--- src/rtl/core/tmb_pkg.sv ---
// ============================================================================
// tmb_pkg
// Shared types and constants of the temperature Morse beeper.
// ============================================================================
package tmb_pkg;

   localparam int TempWidth = 12;
   localparam int DurWidth  = 16;
   localparam int CsrIdxWidth = 2;

   // Register reset values in milliseconds.
   localparam logic [DurWidth-1:0] DOT_MS_RESET        = 16'd325;
   localparam logic [DurWidth-1:0] DASH_MS_RESET       = 16'd725;
   localparam logic [DurWidth-1:0] SYMBOL_GAP_MS_RESET = 16'd55;
   localparam logic [DurWidth-1:0] DIGIT_GAP_MS_RESET  = 16'd100;

   // Register indexes on the configuration port.
   localparam logic [CsrIdxWidth-1:0] CSR_DOT_MS        = 2'd0;
   localparam logic [CsrIdxWidth-1:0] CSR_DASH_MS       = 2'd1;
   localparam logic [CsrIdxWidth-1:0] CSR_SYMBOL_GAP_MS = 2'd2;
   localparam logic [CsrIdxWidth-1:0] CSR_DIGIT_GAP_MS  = 2'd3;

   // Largest reported magnitude in whole degrees.
   localparam logic [6:0] MAX_DEGREES = 7'd99;

   // Index of the final symbol in the minus sign and in a digit.
   localparam logic [2:0] MINUS_LAST_SYM = 3'd5;
   localparam logic [2:0] DIGIT_LAST_SYM = 3'd4;

   // Part of the run that is being sent.
   typedef enum logic [1:0] {
      PH_MINUS = 2'd0,
      PH_TENS  = 2'd1,
      PH_GAP   = 2'd2,
      PH_UNITS = 2'd3
   } phase_type;

   // Commands from the controller to the datapath.
   typedef struct packed {
      logic       capture;  // register a new reading
      logic       split;    // split the degrees into tens and units
      logic       emit;     // load the output register with one segment
      phase_type  phase;
      logic [2:0] sym;      // symbol index within the sign or digit
      logic       half;     // 0: tone part, 1: symbol-gap part
      logic       last;     // final segment of the run
   } tmb_cmd_type;

   // Status from the datapath to the controller.
   typedef struct packed {
      logic neg;       // reading is negative
      logic has_tens;  // magnitude is 10 degrees or more
      logic out_free;  // output register can take a segment this cycle
   } tmb_sts_type;

endpackage

--- src/rtl/core/temperature_morse_beeper.sv ---
// ============================================================================
// temperature_morse_beeper
// Spells a temperature reading in Morse code as a run of buzzer segments.
// ============================================================================
// Each input word carries one temperature in sixteenths of a degree Celsius.
// The block truncates its magnitude to whole degrees, saturates it at 99, and
// sends a run of output words, each one buzzer segment: a tone flag and a
// length in milliseconds. A negative reading opens with the minus sign (dash,
// four dots, dash); the tens digit follows only for magnitudes of ten or more;
// then comes one digit-gap silence and the units digit. Every dot or dash is
// a tone word followed by a symbol-gap silence word, and the final word of a
// run has tlast set. A run is 11 to 33 words long. After a reading is taken,
// the controller splits the degrees into digits and then issues one segment
// per cycle into the output register while that register is free; a stalled
// sink holds back the next segment until the waiting word is taken.
// The next reading is accepted as soon as the last segment of the previous
// run is in the output register, even while that word still waits. The four
// timing registers are written through the csr port; the user must write
// them only while no run is active, as the block does not enforce this.
module temperature_morse_beeper
   import tmb_pkg::*;
(
   input  logic                   clock,
   input  logic                   reset,

   input  logic                   req_tvalid,
   output logic                   req_tready,
   input  logic [15:0]            req_tdata,   // [11:0] temperature_sixteenths, [15:12] zero

   output logic                   rsp_tvalid,
   input  logic                   rsp_tready,
   output logic [DurWidth-1:0]    rsp_tdata,   // [15:0] duration_ms
   output logic                   rsp_tuser,   // [0] tone_on
   output logic                   rsp_tlast,   // last_segment

   input  logic                   csr_we,
   input  logic [CsrIdxWidth-1:0] csr_addr,
   input  logic [DurWidth-1:0]    csr_wdata
);

   tmb_cmd_type cmd;
   tmb_sts_type sts;

   // The sequencer decides which segment comes next and when.
   tmb_ctrl u_ctrl (
      .clock      (clock),
      .reset      (reset),
      .req_tvalid (req_tvalid),
      .req_tready (req_tready),
      .sts        (sts),
      .cmd        (cmd)
   );

   // The datapath holds the reading, its digits, the timing registers and
   // the output register that decouples the sink.
   tmb_datapath u_datapath (
      .clock                  (clock),
      .reset                  (reset),
      .temperature_sixteenths (req_tdata[TempWidth-1:0]),
      .csr_we                 (csr_we),
      .csr_addr               (csr_addr),
      .csr_wdata              (csr_wdata),
      .cmd                    (cmd),
      .sts                    (sts),
      .rsp_tvalid             (rsp_tvalid),
      .rsp_tready             (rsp_tready),
      .rsp_tdata              (rsp_tdata),
      .rsp_tuser              (rsp_tuser),
      .rsp_tlast              (rsp_tlast)
   );

endmodule

--- src/rtl/core/tmb_ctrl.sv ---
// ============================================================================
// tmb_ctrl
// Sequencer that walks through the sign, digits, gaps and symbols of a run.
// ============================================================================
module tmb_ctrl
   import tmb_pkg::*;
(
   input  logic        clock,
   input  logic        reset,
   input  logic        req_tvalid,
   output logic        req_tready,
   input  tmb_sts_type sts,
   output tmb_cmd_type cmd
);

   typedef enum logic [2:0] {
      ST_IDLE  = 3'b001,
      ST_SPLIT = 3'b010,
      ST_SEND  = 3'b100
   } state_type;

   state_type  state_ff, state_in;
   phase_type  phase_ff, phase_in;
   logic [2:0] sym_ff, sym_in;
   logic       half_ff, half_in;

   logic       emit;
   logic       last;
   logic [2:0] end_sym;

   assign end_sym = (phase_ff == PH_MINUS) ? MINUS_LAST_SYM : DIGIT_LAST_SYM;
   assign emit    = (state_ff == ST_SEND) && sts.out_free;
   assign last    = (phase_ff == PH_UNITS) && (sym_ff == DIGIT_LAST_SYM) && half_ff;

   assign req_tready = (state_ff == ST_IDLE);

   always_comb begin
      cmd.capture = (state_ff == ST_IDLE) && req_tvalid;
      cmd.split   = (state_ff == ST_SPLIT);
      cmd.emit    = emit;
      cmd.phase   = phase_ff;
      cmd.sym     = sym_ff;
      cmd.half    = half_ff;
      cmd.last    = last;
   end

   always_comb begin
      state_in = state_ff;
      phase_in = phase_ff;
      sym_in   = sym_ff;
      half_in  = half_ff;
      case (state_ff)
         ST_IDLE: begin
            if (req_tvalid) begin
               state_in = ST_SPLIT;
            end
         end
         ST_SPLIT: begin
            state_in = ST_SEND;
            sym_in   = 3'd0;
            half_in  = 1'b0;
            if (sts.neg) begin
               phase_in = PH_MINUS;
            end else if (sts.has_tens) begin
               phase_in = PH_TENS;
            end else begin
               phase_in = PH_GAP;
            end
         end
         ST_SEND: begin
            if (emit) begin
               if (phase_ff == PH_GAP) begin
                  phase_in = PH_UNITS;
                  sym_in   = 3'd0;
                  half_in  = 1'b0;
               end else if (!half_ff) begin
                  half_in = 1'b1;
               end else begin
                  half_in = 1'b0;
                  if (sym_ff == end_sym) begin
                     sym_in = 3'd0;
                     case (phase_ff)
                        PH_MINUS: phase_in = sts.has_tens ? PH_TENS : PH_GAP;
                        PH_TENS:  phase_in = PH_GAP;
                        default:  state_in = ST_IDLE;
                     endcase
                  end else begin
                     sym_in = sym_ff + 3'd1;
                  end
               end
            end
         end
         default: state_in = ST_IDLE;
      endcase
   end

   always_ff @(posedge clock) begin
      if (reset) begin
         state_ff <= ST_IDLE;
         phase_ff <= PH_MINUS;
         sym_ff   <= 3'd0;
         half_ff  <= 1'b0;
      end else begin
         state_ff <= state_in;
         phase_ff <= phase_in;
         sym_ff   <= sym_in;
         half_ff  <= half_in;
      end
   end

   // A segment is only issued when the output register can hold it.
   assert property (@(posedge clock) disable iff (reset) cmd.emit |-> sts.out_free)
      else $error("segment issued while output register is full");

   // The run ends after its final segment, a units-digit symbol gap.
   assert property (@(posedge clock) disable iff (reset)
      cmd.last && cmd.emit |=> state_ff == ST_IDLE)
      else $error("run did not end after its final segment");

   // The symbol index never runs past the end of the minus sign.
   assert property (@(posedge clock) disable iff (reset) sym_ff <= MINUS_LAST_SYM)
      else $error("symbol index out of range");

   // The digit split always directly follows the capture of a reading.
   assert property (@(posedge clock) disable iff (reset) cmd.capture |=> cmd.split)
      else $error("split did not follow capture");

endmodule

--- src/rtl/core/tmb_datapath.sv ---
// ============================================================================
// tmb_datapath
// Reading capture, digit split, timing registers and the output register.
// ============================================================================
module tmb_datapath
   import tmb_pkg::*;
(
   input  logic                   clock,
   input  logic                   reset,
   input  logic [TempWidth-1:0]   temperature_sixteenths,
   input  logic                   csr_we,
   input  logic [CsrIdxWidth-1:0] csr_addr,
   input  logic [DurWidth-1:0]    csr_wdata,
   input  tmb_cmd_type            cmd,
   output tmb_sts_type            sts,
   output logic                   rsp_tvalid,
   input  logic                   rsp_tready,
   output logic [DurWidth-1:0]    rsp_tdata,
   output logic                   rsp_tuser,
   output logic                   rsp_tlast
);

   logic [DurWidth-1:0] dot_ms_ff, dash_ms_ff, sym_gap_ms_ff, digit_gap_ms_ff;

   logic       neg_ff;
   logic [6:0] deg_ff;
   logic [3:0] tens_ff, units_ff;

   logic                valid_ff;
   logic [DurWidth-1:0] dur_ff;
   logic                tone_ff, last_ff;

   logic [12:0] mag16;
   logic [8:0]  deg_full;
   logic [6:0]  deg_sat;
   logic [14:0] prod;
   logic [3:0]  tens;
   logic [6:0]  tens_x10;
   logic [6:0]  units_wide;

   logic [3:0]          digit;
   logic                is_dot;
   logic                is_dash;
   logic                seg_tone;
   logic [DurWidth-1:0] seg_dur;

   // Magnitude in sixteenths, truncated to whole degrees and saturated.
   always_comb begin
      if (temperature_sixteenths[TempWidth-1]) begin
         mag16 = 13'd4096 - {1'b0, temperature_sixteenths};
      end else begin
         mag16 = {1'b0, temperature_sixteenths};
      end
      deg_full = mag16[12:4];
      deg_sat  = (deg_full > {2'b00, MAX_DEGREES}) ? MAX_DEGREES : deg_full[6:0];
   end

   // Divide by ten through the reciprocal 205/2048, exact below 1029.
   always_comb begin
      prod       = {8'd0, deg_ff} * 15'd205;
      tens       = prod[14:11];
      tens_x10   = {tens, 3'b000} + {2'b00, tens, 1'b0};
      units_wide = deg_ff - tens_x10;
   end

   always_ff @(posedge clock) begin
      if (cmd.capture) begin
         neg_ff <= temperature_sixteenths[TempWidth-1];
         deg_ff <= deg_sat;
      end
      if (cmd.split) begin
         tens_ff  <= tens;
         units_ff <= units_wide[3:0];
      end
   end

   always_ff @(posedge clock) begin
      if (reset) begin
         dot_ms_ff       <= DOT_MS_RESET;
         dash_ms_ff      <= DASH_MS_RESET;
         sym_gap_ms_ff   <= SYMBOL_GAP_MS_RESET;
         digit_gap_ms_ff <= DIGIT_GAP_MS_RESET;
      end else if (csr_we) begin
         case (csr_addr)
            CSR_DOT_MS:        dot_ms_ff       <= csr_wdata;
            CSR_DASH_MS:       dash_ms_ff      <= csr_wdata;
            CSR_SYMBOL_GAP_MS: sym_gap_ms_ff   <= csr_wdata;
            CSR_DIGIT_GAP_MS:  digit_gap_ms_ff <= csr_wdata;
            default:           ;
         endcase
      end
   end

   // Digits one to five open with dots, six to nine with dashes, zero is all dashes.
   always_comb begin
      digit = (cmd.phase == PH_TENS) ? tens_ff : units_ff;
      if (digit <= 4'd5) begin
         is_dot = ({1'b0, cmd.sym} < digit);
      end else begin
         is_dot = ({1'b0, cmd.sym} >= (digit - 4'd5));
      end
      if (cmd.phase == PH_MINUS) begin
         is_dash = (cmd.sym == 3'd0) || (cmd.sym == MINUS_LAST_SYM);
      end else begin
         is_dash = !is_dot;
      end
      if (cmd.phase == PH_GAP) begin
         seg_tone = 1'b0;
         seg_dur  = digit_gap_ms_ff;
      end else if (cmd.half) begin
         seg_tone = 1'b0;
         seg_dur  = sym_gap_ms_ff;
      end else begin
         seg_tone = 1'b1;
         seg_dur  = is_dash ? dash_ms_ff : dot_ms_ff;
      end
   end

   always_ff @(posedge clock) begin
      if (reset) begin
         valid_ff <= 1'b0;
      end else if (cmd.emit) begin
         valid_ff <= 1'b1;
      end else if (rsp_tready) begin
         valid_ff <= 1'b0;
      end
   end

   always_ff @(posedge clock) begin
      if (cmd.emit) begin
         dur_ff  <= seg_dur;
         tone_ff <= seg_tone;
         last_ff <= cmd.last;
      end
   end

   always_comb begin
      sts.neg      = neg_ff;
      sts.has_tens = (deg_ff >= 7'd10);
      sts.out_free = !valid_ff || rsp_tready;
   end

   assign rsp_tvalid = valid_ff;
   assign rsp_tdata  = dur_ff;
   assign rsp_tuser  = tone_ff;
   assign rsp_tlast  = last_ff;

   // Both digits fit in one decimal place after the split.
   assert property (@(posedge clock) disable iff (reset)
      $past(cmd.split) |-> (tens_ff <= 4'd9) && (units_ff <= 4'd9))
      else $error("digit split out of range");

   // The final segment of a run is always a silence.
   assert property (@(posedge clock) disable iff (reset)
      rsp_tvalid && rsp_tlast |-> !rsp_tuser)
      else $error("final segment carries a tone");

endmodule
--- config.mk ---
export PLATFORM = sky130hd
export DESIGN_NAME = temperature_morse_beeper
export DESIGN_NICKNAME = d
export VERILOG_FILES = /design/src/rtl/core/tmb_pkg.sv /design/src/rtl/core/temperature_morse_beeper.sv /design/src/rtl/core/tmb_ctrl.sv /design/src/rtl/core/tmb_datapath.sv
export SDC_FILE = /design/constraint.sdc
export NUM_CORES = 1
export LEC_CHECK = 0
export BUFFER_PORTS_ARGS = -buffer_cell sky130_fd_sc_hd__buf_4
export CAP_MARGIN = 15
export CORE_AREA = 2 2 129 131
export CTS_CLUSTER_DIAMETER = 50
export CTS_CLUSTER_SIZE = 20
export DETAILED_ROUTE_END_ITERATION = 10
export DIE_AREA = 0 0 131 133
export GPL_TIMING_DRIVEN = 1
export RECOVER_POWER = 50
export SYNTH_ARGS = -nofsm -noshare
export SYNTH_HDL_FRONTEND = slang
export SYNTH_HIERARCHICAL = 1
export SYNTH_SLANG_ARGS = --single-unit
export TNS_END_PERCENT = 1
--- constraint.sdc ---
create_clock -name clock -period 5.8 [get_ports clock]
set_clock_uncertainty 0.1 [all_clocks]
set_input_delay 0.58 -clock clock [delete_from_list [all_inputs] [get_ports clock]]
set_output_delay 0.58 -clock clock [all_outputs]
set_load 0.1 [all_outputs]
After elaboration in Yosys (flattened, before gate mapping)
Index checks and enable logic that the tools add are counted.
{"block": "word_totals", "rom_bits": 0, "ff_bits": 108, "latchBits": 0, "out_inout_bits": 20, "mem_bits_rw": 0, "memories": 0}
{"block": "classes", "n_addsub": 5, "reduce_logical": 22, "n_lt_le_gt_ge": 5, "bitwise": 0, "div_mod_pow": 0, "mul": 1, "n_shift": 0, "n_mux": 34, "n_eq_ne": 21}
{"op": "$mux W16", "count": 3}
{"op": "$mux W3", "count": 10}
{"op": "$mul A7 B8 Y15 const B", "count": 1}
{"op": "$mux W13", "count": 1}
{"op": "$sub A13 B12 Y13 const A", "count": 1}
{"op": "$mux W2", "count": 6}
{"op": "$reduce_and A2 Y1", "count": 5}
{"op": "$eq A3 B3 Y1 const B", "count": 3}
{"op": "$gt A9 B7 Y1 const B", "count": 1}
{"op": "$pmux W3 S3", "count": 1}
{"op": "$eq A2 B2 Y1 const B", "count": 4}
{"op": "$mux W1", "count": 8}
{"op": "$ne A2 B2 Y1 const B", "count": 4}
{"op": "$pmux W2 S2", "count": 2}
{"op": "$ge A7 B4 Y1 const B", "count": 1}
{"op": "$pmux W3 S2", "count": 1}
{"op": "$reduce_and A6 Y1", "count": 1}
{"op": "$reduce_and A5 Y1", "count": 1}
{"op": "$add A4 B4 Y4", "count": 1}
{"op": "$eq A2 B1 Y1 const B", "count": 2}
{"op": "$ge A3 B4 Y1", "count": 1}
{"op": "$le A4 B3 Y1 const B", "count": 1}
{"op": "$logic_and A1 B1 Y1", "count": 4}
{"op": "$logic_not A2 Y1", "count": 2}
{"op": "19 further kinds", "count": 23}

Depth between registers and ports, before layout
{"block": "logic_depth", "depth_word": 10, "ltp_mapped": 19}

By module
Netlist, hierarchy kept.
{"module": "tmb_datapath", "n_inst": 1, "area_each_um2": 5343.9, "cells_per_inst": 580}
{"module": "tmb_ctrl", "n_inst": 1, "area_each_um2": 608.1, "cells_per_inst": 70}

Least setup slack after synthesis
No wires, ideal clock.
{"block": "synth_path", "kind": "register -> register", "startpoint": "register u_datapath.deg_ff[4]", "endpoint": "register u_datapath.units_ff[3], data pin", "t_arrival_ns": 4.225, "slack_ns": 1.214, "period_less_slack_ns": 4.586, "path_stages_with_launch": 19, "t_required_ns": 5.439, "setup_ns": 0.261, "cell_sequence": "edfxtp_1 inv_1 ha_1 fa_1 ha_1 inv_1 fa_1 inv_1 ha_1 and2_1 a221oi_1 a31oi_1 nor2_1 xnor2_1 ha_1 a221o_1 nor3_1 xnor2_1 xnor2_1"}
{"block": "synth_via", "elab_chain_cells": 3}
{"item": "start, declared", "line_no": "tmb_datapath.sv:26", "text": "logic [6:0] deg_ff;"}
{"item": "start signal, assigned", "line_no": "tmb_datapath.sv:69", "text": "deg_ff <= deg_sat;"}
{"item": "$mul A7 B8 Y15", "line_no": "tmb_datapath.sv:60", "text": "prod = {8'd0, deg_ff} * 15'd205;"}
{"item": "via u_datapath.prod[12]", "line_no": "tmb_datapath.sv:36", "text": "logic [14:0] prod;"}
{"item": "$add A4 B4 Y4", "line_no": "tmb_datapath.sv:62", "text": "tens_x10 = {tens, 3'b000} + {2'b00, tens, 1'b0};"}
{"item": "$sub A4 B4 Y4", "line_no": "tmb_datapath.sv:63", "text": "units_wide = deg_ff - tens_x10;"}
{"item": "via u_datapath.units_wide[3]", "line_no": "tmb_datapath.sv:39", "text": "logic [6:0] units_wide;"}
{"item": "end signal, assigned", "line_no": "tmb_datapath.sv:73", "text": "units_ff <= units_wide[3:0];"}
{"item": "end, declared", "line_no": "tmb_datapath.sv:27", "text": "logic [3:0] tens_ff, units_ff;"}
The timed path passes the listed nets, and every way through them passes these cells.
A chain may end at the register's enable or synchronous reset.

Final worst setup path
Ends and elaborated chain as after synthesis.

==> metrics.txt <==
status completed; chip height 133 µm; maximum vdd ir drop 0.000139 V; final setup TNS 0 ns; Mapped Cells 650; Slowest cell on crit path fa_1; syn avg cell area 9.16 µm²; RSZ-0062 raised after global routing false; GR Overflow Total 0; I/O pin cnt 59; Via density 5.02; worst slew pin tran 1.20 ns; crit path kind reg -> reg; cell with the most instances after synthesis nand2_1; pwr dens 283 nW/µm²; via count 4539; Die W 131 µm; fin crit share 85.6%; routability cong. 0.814; crit path max fanout 5; fraction of layout cells with a size suffix above 1 8.77%; dpl ws 0.828 ns; vias in the first global route 4326; core box area 16200 µm²; Max Clock Freq 0.201 GHz; Worst Hold Depth 2; Setup crit start kind flop; CTS max path bufs 2; area grow syn2layout 12.0%; Syn Nets 755; largest cells by area after synthesis dfxtp_1, edfxtp_1, ha_1, nand2_1, a21oi_1; Clk Latency, worst-skew pair 0.34 ns; hpwl dp 9.23 mm; die area 17400 µm²; root buffer cell clkbuf_16; WL final 13.3 mm; Synth area leader dfxtp_1; Slew Viols, Final 0; first-pass GRT wire length 21.3 mm; WP depth 18; Site Rows 47; Post-CTS Hold Buffers 0; post-synthesis cell area 5950 µm²; Arr. time, crit path 4.96 ns; Hold Path Class reg -> reg; Yosys reg bits 108; P_leak 2.81 nW; post-cts sizing count 0; Total GRT Usage 15.7%; CP required 5.80 ns; Crit path max-delay family adder cells; top cells by count, synth nand2_1, dfxtp_1, a21oi_1; Post-synth ARST share 0%; nets 786; cell repeated most along the worst path ha_1; clock sink count 108; top-area cell type share of the netlist area 24.9%; EDFF count, synth 34; Final Hold Viols 0; crit-path max cell delay 0.50 ns; CP Buf/Inv Count 3; DRT antenna net count 0; synth unique cells 57; CP Cell Sequence inv_1 -> ha_1 -> fa_1 -> ha_1 -> inv_1 -> fa_1 -> inv_1 -> ha_1 -> and2_1 -> a221oi_1 -> a31oi_1 -> nor2_1 -> xnor2_1 -> ha_1 -> a221o_1 -> nor3_1 -> xnor2_1 -> xnor2_1; post-DR wirelength/cell 14.7 µm; ANT cells 0; Worst Setup Slack, final 0.836 ns; Primary FF master, synth dfxtp_1; Post CTS Setup Buffer Count 0; First-pass DRT Iterations 4; Setup Viol. Count Final 0; sequential fraction of the synthesis area 42.0%; Fillers 1577; FF-to-FF path depth 18; CTS tree yes; Max Cap Violations 0; CTS Buf Count 9; Slew HR 20.2%; DR iter-0 viols 295; pin count of the biggest net entering global routing 72; Yosys Warn Count 6; clk slew on worst S/H paths 0.06 ns; initial antenna violation count 0; # port buffers 54; Final min period 4.96 ns; DR DRC count 0; Reg area 2500 µm²; initial core utilization 36.8%; Crit. End Element flop; CTS H-tree depth 3; area of the multi-input gates 3130 µm²
-- kinds of logic (layout without fill, tap and decap cells) --
logic type                 after synthesis  count (layout)  synth area share (%)
xor gates and xnor gates                20              20                  2.94
DFF                                    108             108                  42.0
and+or+nand+nor                        240             240                  18.8
AOI/OAI and AO/OA                      118             118                  11.9
buffers and inverters                   75             109                  5.44
adders and majority gates               66              66                  14.9
muxes                                   23              23                  3.95
-- registers in the layout (all words and copies together) (netlist names) --
| signal | flops |
|---|---|
| u_datapath/neg_ff | 1 |
| u_datapath/tens_ff | 4 |
| u_datapath/units_ff | 4 |
| u_ctrl/half_ff | 1 |
| u_datapath/dot_ms_ff | 16 |
| u_datapath/rsp_tdata | 16 |
| u_datapath/dash_ms_ff | 16 |
| u_datapath/digit_gap_ms_ff | 16 |
| u_datapath/deg_ff | 7 |
| u_ctrl/state_ff | 3 |
| u_datapath/rsp_tuser | 1 |
| u_ctrl/sym_ff | 3 |
| u_ctrl/phase_ff | 2 |
| u_datapath/sym_gap_ms_ff | 16 |
| u_datapath/rsp_tvalid | 1 |
| u_datapath/rsp_tlast | 1 |
-- worst paths after layout --
check                            startpoint                        endpoint  slack (ns)
max                    u_datapath/deg_ff[4]          u_datapath/units_ff[3]        0.84
min          u_datapath/digit_gap_ms_ff[12]  u_datapath/digit_gap_ms_ff[12]        0.36
max reg2reg            u_datapath/deg_ff[4]          u_datapath/units_ff[3]        0.84
min reg2reg  u_datapath/digit_gap_ms_ff[12]  u_datapath/digit_gap_ms_ff[12]        0.36
-- where the power goes --
part | internal, mW | leakage (nW) | switching (mW)
logic | 0.216 | 1.75 | 0.260
registers | 0.830 | 0.924 | 0.0194
clock network | 0.310 | 0.134 | 0.253
total | 1.36 | 2.81 | 0.533
-- stage by stage --
step	hold WS [ns]	instances	utilization (%)	power, mW	instance area (µm²)
detailed placement	0.346	890	40.0	1.35	6470
CTS	0.356	904	41.7	1.91	6740
global route	0.373	904	41.2	2.01	6670
finish	0.355	904	41.2	1.89	6670
global placement	0.341	890	40.0	1.33	6470
floorplan	0.336	650	-	1.23	5950
-- cell type report --
type | instances | share of cell area (%)
tap | 220 | 4.13
clock buffer | 11 | 3.81
sequential | 108 | 37.5
clock inverter | 3 | 0.206
multi-input combinational | 467 | 46.9
inverter | 39 | 2.20
timing repair buffer | 56 | 5.18
-- layout by cell type (no fill, tap or decap), drive strengths merged, types with 3 or more instances in the layout --
master	instances
nor2	33
or4	4
buf	36
xor2	11
inv	39
nand3b	20
a21oi	69
mux2i	22
fa	8
xnor2	9
nor3	4
nor3b	4
nand4	4
clkinv	3
dfxtp	74
o22ai	17
ha	58
nand2b	9
or2	3
a21o	4
nand2	141
edfxtp	34
clkbuf	31
o21ai	12
-- per-layer routing --
| metal | up-vias | track usage, % | share of wire (%) |
|---|---|---|---|
| met5 | - | 0 | 0 |
| met4 | 0 | 3.07 | 1.1 |
| met3 | 12 | 4.81 | 5.5 |
| met2 | 104 | 27.3 | 50 |
| met1 | 2151 | 19.0 | 43 |
| li1 | 2272 | - | - |
-- worst min-delay path: cells and delay by family (launching register included) --
family | cells | cell delay, ns
AND/OR/NAND/NOR | 1 | 0.05
AO/OA/AOI/OAI | 1 | 0.05
flip-flops | 1 | 0.31
(Power assumes the default switching activity.)
